--- src/sv/mexp_pkg.sv ---
// Package for the modular exponentiation block: field widths, reset constant,
// and the status bundle of the serial modular multiplier.
// No dependencies.
package mexp_pkg;

  localparam int BASE_W       = 31;
  localparam int EXP_IN_W     = 32;
  localparam int MODULUS_IN_W = 31;
  localparam int RESULT_W     = 31;

  localparam logic [MODULUS_IN_W-1:0] MODULUS_RESET = 31'd1000000007;

  typedef struct packed {
    logic busy;
    logic done;
  } mm_status_t;

endpackage

--- src/sv/mexp_mulmod.sv ---
// Bit-serial interleaved modular multiplier: x * y mod m, one bit of x per cycle.
// Depends on mexp_pkg for the status bundle.
module mexp_mulmod #(
  parameter int W  = 31,
  parameter int XW = 31
) (
  input  logic                clk,
  input  logic                rst,
  input  logic                start,
  input  logic [XW-1:0]       x,
  input  logic [W-1:0]        y,
  input  logic [W-1:0]        m,
  output logic [W-1:0]        product,
  output mexp_pkg::mm_status_t status
);
  import mexp_pkg::*;

  localparam int TW = W + 2;
  localparam int CW = $clog2(XW + 1);

  logic [XW-1:0] xs;
  logic [W-1:0]  yr;
  logic [W-1:0]  r;
  logic [CW-1:0] cnt;
  logic          busy;
  logic          done;

  logic [TW-1:0] t;
  logic [TW-1:0] m1;
  logic [TW-1:0] m2;
  logic [W-1:0]  r_next;

  always_comb begin
    m1 = {2'b00, m};
    m2 = {1'b0, m, 1'b0};
    t  = {1'b0, r, 1'b0} + (xs[XW-1] ? {2'b00, yr} : '0);
    priority if (t >= m2) begin
      r_next = W'(t - m2);
    end else if (t >= m1) begin
      r_next = W'(t - m1);
    end else begin
      r_next = W'(t);
    end
  end

  always_ff @(posedge clk) begin
    if (rst) begin
      busy <= 1'b0;
      done <= 1'b0;
      cnt  <= '0;
    end else begin
      done <= 1'b0;
      if (start) begin
        busy <= 1'b1;
        cnt  <= CW'(XW);
      end else if (busy) begin
        cnt <= cnt - 1'b1;
        if (cnt == CW'(1)) begin
          busy <= 1'b0;
          done <= 1'b1;
        end
      end
    end
  end

  always_ff @(posedge clk) begin
    if (start) begin
      xs <= x;
      yr <= y;
      r  <= '0;
    end else if (busy) begin
      xs <= xs << 1;
      r  <= r_next;
    end
  end

  assign product     = r;
  assign status.busy = busy;
  assign status.done = done;

endmodule

--- src/sv/modular_exponentiation.sv ---
// Top level: right-to-left square-and-multiply over a shared bit-serial multiplier.
// Depends on mexp_pkg and mexp_mulmod.
//
// channel  direction  handshake                 payload
// item     in         item_valid / item_stall   base_value, exponent
// result   out        result_valid / result_stall power_result
// cfg      in         cfg_valid / cfg_ready     modulus
//
// The serial multiplier steps through the XW = max(MOD_BITS, 31) bits of its x operand.
// An item takes one base reduction plus one multiply per set exponent bit and one
// square per exponent bit below the top set bit. A modulus of 0 or 1 yields 0
// without using the multiplier. Reset is synchronous and leaves the modulus at
// 1000000007. A finished result waits in the output register while a new item is
// taken; the sequencer holds only if that register is still full.
module modular_exponentiation #(
  parameter int EXP_BITS = 32,
  parameter int MOD_BITS = 31
) (
  input  logic                              clk,
  input  logic                              rst,
  input  logic                              item_valid,
  output logic                              item_stall,
  input  logic [mexp_pkg::BASE_W-1:0]       base_value,
  input  logic [mexp_pkg::EXP_IN_W-1:0]     exponent,
  output logic                              result_valid,
  input  logic                              result_stall,
  output logic [mexp_pkg::RESULT_W-1:0]     power_result,
  input  logic                              cfg_valid,
  output logic                              cfg_ready,
  input  logic [mexp_pkg::MODULUS_IN_W-1:0] modulus
);
  import mexp_pkg::*;

  localparam int W  = MOD_BITS;
  localparam int XW = (MOD_BITS > BASE_W) ? MOD_BITS : BASE_W;

  typedef enum logic [5:0] {
    S_IDLE = 6'b000001,
    S_BASE = 6'b000010,
    S_STEP = 6'b000100,
    S_MUL  = 6'b001000,
    S_SQR  = 6'b010000,
    S_DONE = 6'b100000
  } state_t;

  state_t              state, state_next;
  logic [W-1:0]        mod_reg;
  logic [W-1:0]        sq, sq_next;
  logic [W-1:0]        acc, acc_next;
  logic [EXP_BITS-1:0] exp_reg, exp_next;
  logic [W-1:0]        res, res_next;

  logic                mm_start;
  logic [XW-1:0]       mm_x;
  logic [W-1:0]        mm_y;
  logic [W-1:0]        mm_prod;
  mm_status_t          mm_stat;

  logic [63:0]         exp_wide;
  logic [63:0]         mod_wide;
  logic [63:0]         res_wide;
  logic                item_take;
  logic                mod_small;
  logic                out_free;

  assign exp_wide  = 64'(exponent);
  assign mod_wide  = 64'(modulus);
  assign res_wide  = 64'(res);
  assign item_stall = (state != S_IDLE);
  assign item_take = item_valid && !item_stall;
  assign mod_small = (mod_reg < W'(2));
  assign out_free  = !result_valid || !result_stall;
  assign cfg_ready = 1'b1;

  mexp_mulmod #(.W(W), .XW(XW)) u_mulmod (
    .clk     (clk),
    .rst     (rst),
    .start   (mm_start),
    .x       (mm_x),
    .y       (mm_y),
    .m       (mod_reg),
    .product (mm_prod),
    .status  (mm_stat)
  );

  always_comb begin
    state_next = state;
    sq_next    = sq;
    acc_next   = acc;
    exp_next   = exp_reg;
    res_next   = res;
    mm_start   = 1'b0;
    mm_x       = (state == S_IDLE) ? XW'(base_value)
               : ((state == S_STEP) && exp_reg[0]) ? XW'(acc) : XW'(sq);
    mm_y       = (state == S_IDLE) ? W'(1) : sq;
    unique case (state)
      S_IDLE: begin
        if (item_take) begin
          exp_next = exp_wide[EXP_BITS-1:0];
          if (mod_small) begin
            res_next   = '0;
            state_next = S_DONE;
          end else begin
            mm_start   = 1'b1;
            state_next = S_BASE;
          end
        end
      end
      S_BASE: begin
        if (mm_stat.done) begin
          sq_next    = mm_prod;
          acc_next   = W'(1);
          state_next = S_STEP;
        end
      end
      S_STEP: begin
        if (exp_reg == '0) begin
          res_next   = acc;
          state_next = S_DONE;
        end else if (exp_reg[0]) begin
          mm_start   = 1'b1;
          state_next = S_MUL;
        end else begin
          mm_start   = 1'b1;
          exp_next   = exp_reg >> 1;
          state_next = S_SQR;
        end
      end
      S_MUL: begin
        if (mm_stat.done) begin
          acc_next = mm_prod;
          exp_next = exp_reg >> 1;
          if ((exp_reg >> 1) == '0) begin
            res_next   = mm_prod;
            state_next = S_DONE;
          end else begin
            mm_start   = 1'b1;
            state_next = S_SQR;
          end
        end
      end
      S_SQR: begin
        if (mm_stat.done) begin
          sq_next    = mm_prod;
          state_next = S_STEP;
        end
      end
      S_DONE: begin
        if (out_free) begin
          state_next = S_IDLE;
        end
      end
      default: begin
        state_next = S_IDLE;
      end
    endcase
  end

  always_ff @(posedge clk) begin
    if (rst) begin
      state        <= S_IDLE;
      mod_reg      <= W'(MODULUS_RESET);
      result_valid <= 1'b0;
    end else begin
      state <= state_next;
      if (cfg_valid && cfg_ready) begin
        mod_reg <= mod_wide[W-1:0];
      end
      if ((state == S_DONE) && out_free) begin
        result_valid <= 1'b1;
      end else if (!result_stall) begin
        result_valid <= 1'b0;
      end
    end
  end

  always_ff @(posedge clk) begin
    sq      <= sq_next;
    acc     <= acc_next;
    exp_reg <= exp_next;
    res     <= res_next;
    if ((state == S_DONE) && out_free) begin
      power_result <= res_wide[RESULT_W-1:0];
    end
  end

`ifndef SYNTHESIS
  a_rise_from_done: assert property (@(posedge clk) disable iff (rst)
    $rose(result_valid) |-> $past(state == S_DONE))
    else $error("result beat raised outside completion");

  a_done_when_waiting: assert property (@(posedge clk) disable iff (rst)
    mm_stat.done |-> (state == S_BASE || state == S_MUL || state == S_SQR))
    else $error("multiplier finished with no product pending");

  a_start_on_take: assert property (@(posedge clk) disable iff (rst)
    (item_take && !mod_small) |=> mm_stat.busy)
    else $error("base reduction did not start");

  a_acc_reduced: assert property (@(posedge clk) disable iff (rst)
    (state == S_STEP) |-> (acc < mod_reg && sq < mod_reg))
    else $error("operand not reduced modulo the modulus");
`endif

endmodule
--- config.mk ---
export PLATFORM = sky130hd
export DESIGN_NAME = modular_exponentiation
export DESIGN_NICKNAME = d
export VERILOG_FILES = /design/src/sv/mexp_pkg.sv /design/src/sv/mexp_mulmod.sv /design/src/sv/modular_exponentiation.sv
export SDC_FILE = /design/constraint.sdc
export NUM_CORES = 1
export LEC_CHECK = 0
export BUFFER_PORTS_ARGS = -buffer_cell sky130_fd_sc_hd__buf_2
export CORE_ASPECT_RATIO = 1.25
export CORE_MARGIN = 1
export CORE_UTILIZATION = 50
export DETAILED_ROUTE_END_ITERATION = 6
export PLACE_DENSITY = 0.68
export SLEW_MARGIN = 20
export SYNTH_ARGS = -nofsm -noshare
export SYNTH_HDL_FRONTEND = slang
export SYNTH_SLANG_ARGS = --single-unit
--- constraint.sdc ---
create_clock -name clk -period 17.5 [get_ports clk]
set_clock_uncertainty 0.1 [all_clocks]
set_input_delay 0.875 -clock clk [delete_from_list [all_inputs] [get_ports clk]]
set_output_delay 0.875 -clock clk [all_outputs]
set_load 0.01 [all_outputs]
After elaboration in Yosys (flattened, before gate mapping)
Cells that the tools add are included.

word-level totals
  flip-flop bits (word level) = 294
  bits in latches = 0
  RAM bits = 0
  bits in read-only memories = 0
  output and inout bits = 34
  memories kept = 0

operators by class
  add/sub/neg operators = 4
  multiply operators = 0
  divide/modulo/power cells = 0
  $lt $le $gt $ge = 3
  eq/ne operators = 19
  shifts and indexed selects = 0
  mux-type cells = 44
  bitwise logic cells = 1
  reductions and logical operators = 20

operators with widths
  operator                                                count
  2-to-1 mux 31 bit                                       14
  2-to-1 mux 32 bit                                       4
  case mux 32 bit (3 select lines)                        1
  case mux 31 bit (3 select lines)                        1
  zero test 32 bit                                        2
  case mux 31 bit (2 select lines)                        1
  subtractor 31 bit                                       2
  2-to-1 mux 6 bit                                        7
  adder 32 x 31 -> 33 bit                                 1
  greater-or-equal comparator 33 x 31 -> 1 bit            1
  greater-or-equal comparator 33 x 32 -> 1 bit            1
  < comparator 31 x 2 -> 1 bit (second input constant)    1
  case mux 6 bit (5 select lines)                         1
  2-to-1 mux 5 bit                                        3
  inequality test 2 bit (second input constant)           6
  2-to-1 mux 1 bit                                        11
  inequality test 2 x 1 -> 1 bit (second input constant)  5
  AND reduction 4 bit                                     2
  == test 6 x 1 -> 1 bit (second input constant)          1
  == test 6 x 2 -> 1 bit (second input constant)          1
  == test 6 x 3 -> 1 bit (second input constant)          1
  == test 6 x 4 -> 1 bit (second input constant)          1
  == test 6 x 5 -> 1 bit (second input constant)          1
  == test 6 bit (second input constant)                   1
  other kinds (16)                                        21

Depth between registers and ports, before layout
Gate-level depths: netlist of the first run.

  depth after elaboration = 6
  depth in mapped cells = 27

Cells and area by module
A second synthesis of the first run with hierarchy kept.

unflattened totals
  cells, all modules = 1618
  area total of the unflattened synthesis = 17118.9 um^2

modules (own cells, without submodules)
  module                  instances  cells an instance  area an instance (um^2)  sequential area each (um^2)
  mexp_mulmod             1          1026               9085.0                   2622.5
  modular_exponentiation  1          592                8034.0                   5445.2

Least setup slack after synthesis of the first run
OpenSTA, ideal clock, no wires.

  path type = register to register
  start point = reg u_mulmod.xs[30]
  end point = reg u_mulmod.r[29], in the netlist u_mulmod.product[29]
  setup time = 0.117 ns
  arrival time = 5.292 ns
  required time = 17.283 ns
  slack = 11.991 ns
  cell stages (with the launch flop) = 26
  clock period less this slack = 5.509 ns
  cells stage by stage = edfxtp_1 -> clkbuf_1 -> and2_1 -> ha_1 -> fa_1 -> a21oi_1 -> nor2_1 -> o211ai_1 -> a2111oi_2 -> or2_2 -> a21o_1 -> a21oi_1 -> xor2_1 -> inv_1 -> ha_1 -> buf_2 -> nand4_2 -> or4_1 -> o31ai_2 -> nor4_1 -> o211a_2 -> nor3_4 -> buf_2 -> nor2_1 -> a211o_1 -> a22o_1

on the way
  word-level cells in the longest chain between the ends = 5
  elaborated cells between the ends (all ways) = 8
  classes of those cells = 3 x add/sub; 2 x order compare; 3 x mux

ends and longest elaborated chain
  item                                                                                      RTL line                              text
  start, declared                                                                           mexp_mulmod.sv:21                     logic [XW-1:0] xs;
  start signal, assigned                                                                    mexp_mulmod.sv:72                     xs <= xs << 1;
  2-to-1 mux 31 bit *                                                                       mexp_mulmod.sv:36                     t = {1'b0, r, 1'b0} + (xs[XW-1] ? {2'b00, yr} : '0);
  adder 32 x 31 -> 33 bit *                                                                 mexp_mulmod.sv:36
  subtractor 31 bit / greater-or-equal comparator 33 x 31 -> 1 bit (equally long branches)  mexp_mulmod.sv:40, mexp_mulmod.sv:39
  2-to-1 mux 31 bit                                                                         mexp_mulmod.sv:39                     end else if (t >= m1) begin
  2-to-1 mux 31 bit *                                                                       mexp_mulmod.sv:37                     priority if (t >= m2) begin
  end signal, assigned                                                                      mexp_mulmod.sv:73                     r <= r_next;
  end, declared                                                                             mexp_mulmod.sv:23                     logic [W-1:0] r;

Mark *: on every way between the ends. The rest lies on a longest branch, timed or not.
A chain may end at the register's enable or synchronous reset.

Worst setup path in the final report of the first run
  start point = reg u_mulmod.xs[30]
  end point = reg u_mulmod.r[28], in the netlist u_mulmod.product[28]

The elaborated chain is that of the path after synthesis.

==> impl_metrics.py, run 1 <==
metrics = {
    "outcome": {
        "status": "complete, no violations",
    },
    "flow_run": {
        "drv_cap": 0,
    },
    "die": {
        "pin_count": 133,
        "die_w_microns": 167,
        "start_util_pct": 50.7,
        "die_area_sq_um": 34700,
        "core_sq_um": 33500,
        "std_cell_rows": 75,
        "die_h_microns": 208,
    },
    "grt": {
        "grt_max_degree": 99,
        "antenna_found_initial": 0,
        "grt_overflow": 0,
        "first_global_vias": 13100,
        "grt_usage_pct": 26.1,
        "grt_pass1_wl_mm": 72.0,
    },
    "clock_network": {
        "path_clk_slew_ns": 0.06,
        "cts_htree_levels": 1,
        "cts-resized-gates": 0,
        "ctsHoldBuffers": 0,
        "root_buffer": "clkbuf_16",
        "clock_path_buffers": 3,
        "numCtsBuffers": 30,
        "cts.sinks": 294,
        "post-cts-setup-buffers": 0,
        "tritoncts": "built",
        "clk_latency_ns": 0.57,
    },
    "detailed_routing": {
        "firstDrtPassIters": 6,
        "wl_per_cell_microns": 20.0,
        "wl_mm": 45.3,
        "vias_per_cell": 5.99,
        "drc": 0,
        "ant_nets": 0,
        "drt_iter0_markers": 1067,
        "routed-via-count": 13588,
    },
    "cells_and_area": {
        "drive_above_1_share_pct": 12.2,
        "diodes": 0,
        "area_growth_pct": 11.7,
        "nets": 2019,
        "largest_register_ffs": 32,
        "fillers": 2966,
        "layout.area.seq_sq_um": 8070,
        "multi_input_area_sq_um": 8380,
    },
    "setup_path": {
        "endpoint_kind": "flop",
        "crit_path_start_kind": "flop",
        "path_class": "flop to flop",
        "cp_data_required_time_ns": 17.90,
        "r2r-start": "u_mulmod.xs[30]$_DFFE_PP_",
        "crit_fanout": 31,
        "cp_data_arrival_time_ns": 7.56,
        "crit_start": "u_mulmod.xs[30]$_DFFE_PP_",
    },
    "logic_synthesis": {
        "synth_edf_count": 218,
        "synthCells": 1731,
        "yosysWarnings": 0,
        "synth_area_leaders": "edfxtp_1, dfxtp_1, ha_1, o21ai_0, a21oi_1",
        "synth_most_common_cell": "edfxtp_1",
        "synth_seq_cells": 294,
        "ys_seq_area_share_pct": 47.5,
        "yosys.area.top_type_share_pct": 38.5,
        "synth.largest_area_cell": "edfxtp_1",
        "syn_nets": 1927,
        "ys_types": 78,
        "synthTopCellsByCount": "edfxtp_1, nand2_1, o21ai_0",
        "postSynthAreaPerCell_sq_um": 9.81,
        "async_flop_share_pct": 0,
        "synth_flop_cell": "edfxtp_1",
        "syn_area_sq_um": 17000,
    },
    "placed_design": {
        "placement.io_buffers": 131,
        "globalplace.congestion": 0.960,
        "dp_hpwl_mm": 34.0,
    },
    "hold_path": {
        "min_from": "res[5]$_DFFE_PP_",
        "hp-class": "flop to flop",
    },
    "power_and_ir_drop": {
        "power_mw": 3.99,
        "p_per_area_nw_per_um2": 210,
        "irDropWorstVdd_v": 0.000124,
        "p_leak_nw": 7.81,
    },
    "sta": {
        "slew_headroom_pct": 28.2,
        "drv_slew": 0,
        "rsz0062_at_grt": "no",
        "timing_hold_violations_final": 0,
        "fin_setup_tns_ns": 0,
        "worst_pin_slew_ns": 1.08,
        "fin_crit_ns": 7.16,
        "fmaxAchievable_mhz": 140,
        "setup_violations": 0,
        "min_period_over_period_pct": 40.9,
    },
}
==> power breakdown <==
part | switching, mW | internal (mW) | total [mW]
combinational | 1.46 | 0.850 | 2.31
clock | 0.268 | 0.345 | 0.613
sequential | 0.0951 | 0.964 | 1.06
==> cells by family (layout without fill, tap and decap cells) <==
family | Yosys count | in the layout | synth area share, %
AND/OR/NAND/NOR | 554 | 554 | 16.3
AO/OA/AOI/OAI | 530 | 530 | 20.0
flip-flops | 294 | 294 | 47.5
buffers and inverters | 155 | 271 | 3.56
adder cells (fa/ha/maj) | 97 | 97 | 7.28
XOR/XNOR | 77 | 77 | 3.97
multiplexers | 23 | 23 | 1.38
other | 1 | 1 | 0.0221
==> worst max-delay path, stage by stage (launching register included) <==
cell and delay [ns]:
edfxtp_1 0.85, and2_1 0.23, ha_1 0.21, fa_1 0.24, a21oi_1 0.10, nor2_1 0.21, o211ai_1 0.17, a2111oi_2 0.58
o2111ai_1 0.22, a311oi_1 0.34, a21oi_1 0.14, xnor2_1 0.20, ha_1 0.46, nand4_1 0.18, or4_1 0.58, o31ai_2 0.23
nor4_1 0.07, o211a_2 0.17, nor3_4 0.53, a21oi_2 0.05, buf_4 0.25, nor2_1 0.54, o21ai_0 0.23, a31oi_1 0.20
==> layout make-up <==
class                      instances  share of cell area (%)
clock buffer                      33                    4.02
clock inverter                    23                    1.02
inverter                          65                    1.29
multi-input combinational       1282                    44.2
sequential                       294                    42.5
tap                              423                    2.79
timing repair buffer             150                    4.21
==> stage by stage <==
step                cell area [sq um]  worst slack, ns  hold slack, ns  std cells  util [%]
global placement                18000            10.70           0.301       2214      53.8
CTS                             19000            10.46           0.319       2270      56.6
finish                          19000            10.34           0.317       2270      56.6
detailed placement              18000            10.54           0.305       2214      53.8
floorplan                       17000            11.99           0.300       1731         -
global route                    19000             9.90           0.323       2270      56.6
==> worst paths after layout <==
kind                                             to  slack (ns)  depth (start not counted)
setup / recovery  u_mulmod.product[28]$_SDFFE_PP0P_       10.34                         23
hold / removal            power_result[5]$_DFFE_PP_        0.32                          0
hold reg to reg           power_result[5]$_DFFE_PP_        0.32                          0
setup reg to reg  u_mulmod.product[28]$_SDFFE_PP0P_       10.34                         23
==> metal layers <==
metal	vias up	part of all wire [%]	GRT usage (%)
li1	6608	-	-
met1	6486	45	35.7
met2	410	46	42.0
met3	84	4.0	1.96
met4	0	5.0	12.7
met5	-	0	0
==> cells in the final DEF (no fill, tap or decap), types with 20 or more instances in the layout <==
cell	instances
inv_1	64
xnor2_1	52
nor2_1	79
buf_2	131
ha_1	94
and2_1	96
nand3_1	94
dfxtp_1	76
a21o_1	68
xor2_1	25
nor4_1	20
a21oi_1	122
edfxtp_1	218
o211ai_1	30
a22o_1	33
clkbuf_16	30
o21ai_0	149
nand2_1	164
Note: power is estimated with default switching activity, not from simulation.
==> run 2, diff against run 1 <==
ABC_AREA = 1   (was unset)
PLACE_DENSITY = 0.71   (was 0.68)
clock period = 6.1 ns   (was 17.5 ns; I/O delays follow)
==> run 2 against run 1 <==
Against the previous run:
- critical path depth is 5 higher
- non-clock buffer count is 61 higher
- flip-flop and latch count stayed put
- sequential share of layout area is 3.8 points lower
- via count is 18% higher
- die area is 5.9% higher
- count of clock-buffer cells in the layout is 14 higher
- critical endpoint is now u_mulmod.product[0]$_SDFFE_PP0P_
- largest cell class unchanged
- largest power group unchanged
- highest routed layer unchanged
==> impl_metrics.py, run 2 <==
metrics = {
    "detailed_routing": {
        "wl_mm": 54.4,
        "wl_per_cell_microns": 18.8,
        "drt_iter0_markers": 1227,
        "drc": 0,
        "routed-via-count": 16054,
        "firstDrtPassIters": 6,
        "ant_nets": 0,
        "vias_per_cell": 5.54,
    },
    "outcome": {
        "status": "complete, no violations",
    },
    "setup_path": {
        "path_class": "flop to flop",
        "cp_data_arrival_time_ns": 5.25,
        "crit_path_start_kind": "flop",
        "cp_data_required_time_ns": 6.37,
        "reg2reg_slack_ns": 1.12,
        "cpMostUsedCell": "nand2_1",
        "crit_start": "u_mulmod.xs[30]$_DFFE_PP_",
        "rr_endpoint": "u_mulmod.product[0]$_SDFFE_PP0P_",
        "endpoint_kind": "flop",
        "critPathSlowestCell": "inv_2",
        "max_stage_delay_ns": 0.45,
        "crit_fanout": 33,
        "r2r-start": "u_mulmod.xs[30]$_DFFE_PP_",
        "r2r_cells": 28,
    },
    "clock_network": {
        "numCtsBuffers": 34,
        "cts_htree_levels": 2,
        "clk_latency_ns": 0.53,
        "path_clk_slew_ns": 0.06,
        "post-cts-setup-buffers": 0,
        "root_buffer": "clkbuf_16",
        "clock_path_buffers": 3,
        "tritoncts": "built",
        "cts.sinks": 294,
    },
    "logic_synthesis": {
        "yosysWarnings": 0,
        "synth_most_common_cell": "nand2_1",
        "synth_fa_ha_area_share_pct": 6.87,
        "synth_seq_cells": 294,
        "ys_seq_area_share_pct": 44.8,
        "synthCells": 2225,
        "async_flop_share_pct": 0,
        "synth_top_family_by_area": "simple AND/OR/NAND/NOR gates",
        "syn_area_sq_um": 18000,
        "ys_types": 51,
        "synth_compound_area_share_pct": 14.4,
        "synth_xor_area_share_pct": 3.36,
        "synth_mux_area_share_pct": 0,
        "synth_edf_count": 218,
        "postSynthAreaPerCell_sq_um": 8.09,
        "yosys.area.top_type_share_pct": 36.4,
        "synth_area_leaders": "edfxtp_1, nand2_1, dfxtp_1, ha_1, inv_1",
        "synth_flop_cell": "edfxtp_1",
        "synth.largest_area_cell": "edfxtp_1",
        "synthSimpleGateAreaFrac_pct": 22.4,
        "synthTopCellsByCount": "nand2_1, inv_1, edfxtp_1",
        "syn_nets": 2421,
    },
    "cells_and_area": {
        "fillers": 3251,
        "final_area_sq_um": 20800,
        "mostFrequentLayoutCell": "nand2_1",
        "drive_above_1_share_pct": 9.90,
        "layout_common_cells": "nand2_1, inv_1, edfxtp_1",
        "nets": 2596,
        "area_growth_pct": 15.6,
        "largest_register_ffs": 32,
    },
    "placed_design": {
        "pre_cts_ws_ns": 1.22,
        "placed_area_sq_um": 19100,
        "globalplace.congestion": 1.03,
        "dp_hpwl_mm": 41.1,
        "placement.io_buffers": 131,
    },
    "sta": {
        "rsz0062_at_grt": "no",
        "setup_violations": 0,
        "fin_setup_tns_ns": 0,
        "fmaxAchievable_mhz": 201,
        "slew_headroom_pct": 30.2,
        "layout_setup_ws_ns": 1.12,
        "min_period_over_period_pct": 81.7,
        "timing_hold_violations_final": 0,
        "fin_crit_ns": 4.98,
        "worst_pin_slew_ns": 1.04,
        "drv_slew": 0,
    },
    "hold_path": {
        "hold_end": "exp_reg[5]$_DFFE_PP_",
        "min_from": "exponent[5]",
        "hp-class": "input port to flop",
        "min_path_cells": 2,
    },
    "die": {
        "pin_count": 133,
        "std_cell_rows": 77,
        "start_util_pct": 50.8,
        "die_w_microns": 172,
        "die_area_sq_um": 36800,
        "core_sq_um": 35500,
        "die_h_microns": 214,
    },
    "grt": {
        "grt_pass1_wl_mm": 85.5,
        "grt_overflow": 0,
        "grt_usage_pct": 30.1,
        "first_global_vias": 16186,
        "antenna_found_initial": 0,
        "grt_max_degree": 72,
    },
    "flow_run": {
        "drv_cap": 0,
    },
    "power_and_ir_drop": {
        "irDropWorstVdd_v": 0.000420,
        "p_per_area_nw_per_um2": 531,
        "p_leak_nw": 9.37,
    },
}
-- run 2: worst max-delay path by stage --
stage	cells past startpoint	to
after detailed placement	28	u_mulmod.product[0]$_SDFFE_PP0P_
after global routing	28	u_mulmod.product[0]$_SDFFE_PP0P_
after CTS	28	u_mulmod.product[0]$_SDFFE_PP0P_
after global placement	28	u_mulmod.product[0]$_SDFFE_PP0P_
final	28	u_mulmod.product[0]$_SDFFE_PP0P_
after floorplan	9	res[0]$_DFFE_PP_
-- run 2: metrics by stage --
stage	utilization (%)	power, mW	cells	hold WS (ns)
2_1_floorplan	-	7.09	2225	0.300
3_3_place_gp	53.9	8.86	2779	0.301
3_5_place_dp	53.9	8.88	2779	0.305
4_1_cts	58.6	10.9	2899	0.00433
5_1_grt	58.7	11.8	2899	0.00556
6_report	58.7	11.0	2900	0.0216
-- run 2: kinds of logic after synthesis --
logic type | count (synthesis)
simple gates | 950
compound gates | 444
buf+inv | 370
flops | 294
fa+ha+maj | 97
xor+xnor | 69
other cells | 1
-- run 2: final cells by class --
cell class                 instances  area [sq um]  share of cell area, %
tap                              474           593                   2.85
inverter                         298          1120                   5.38
timing repair buffer             211          1420                   6.81
sequential                       294          8070                   38.8
clock buffer                      47           971                   4.67
multi-input combinational       1561          8510                   40.9
clock inverter                    14           129                  0.619
antenna                            1          2.50                 0.0120
-- run 2: metal layers --
metal / track usage (%) / wire, microns
met5: 0 / 0
met4: 13.7 / 2490
met3: 3.53 / 2440
met2: 51.8 / 26500
met1: 37.3 / 23000
-- run 2: worst max-delay path: cells and delay by family (launching register included) --
kind	cells	cell delay [ns]
AOI/OAI and AO/OA	4	0.59
xor gates and xnor gates	1	0.29
adders and majority gates	2	0.74
buffers and inverters	5	0.99
DFF	1	0.37
and+or+nand+nor	16	1.69
-- run 2: timing repair --
item / in CTS / in global routing
hold endpoints to repair: 59 / 0
hold buffers: 59 / 0
gates resized for setup: 0 / 0
-- run 2: power by group --
part | leakage [nW] | internal, mW | switching (mW)
sequential | 2.61 | 2.45 | 0.210
clock | 0.531 | 1.17 | 0.838
combinational | 6.23 | 2.06 | 4.31
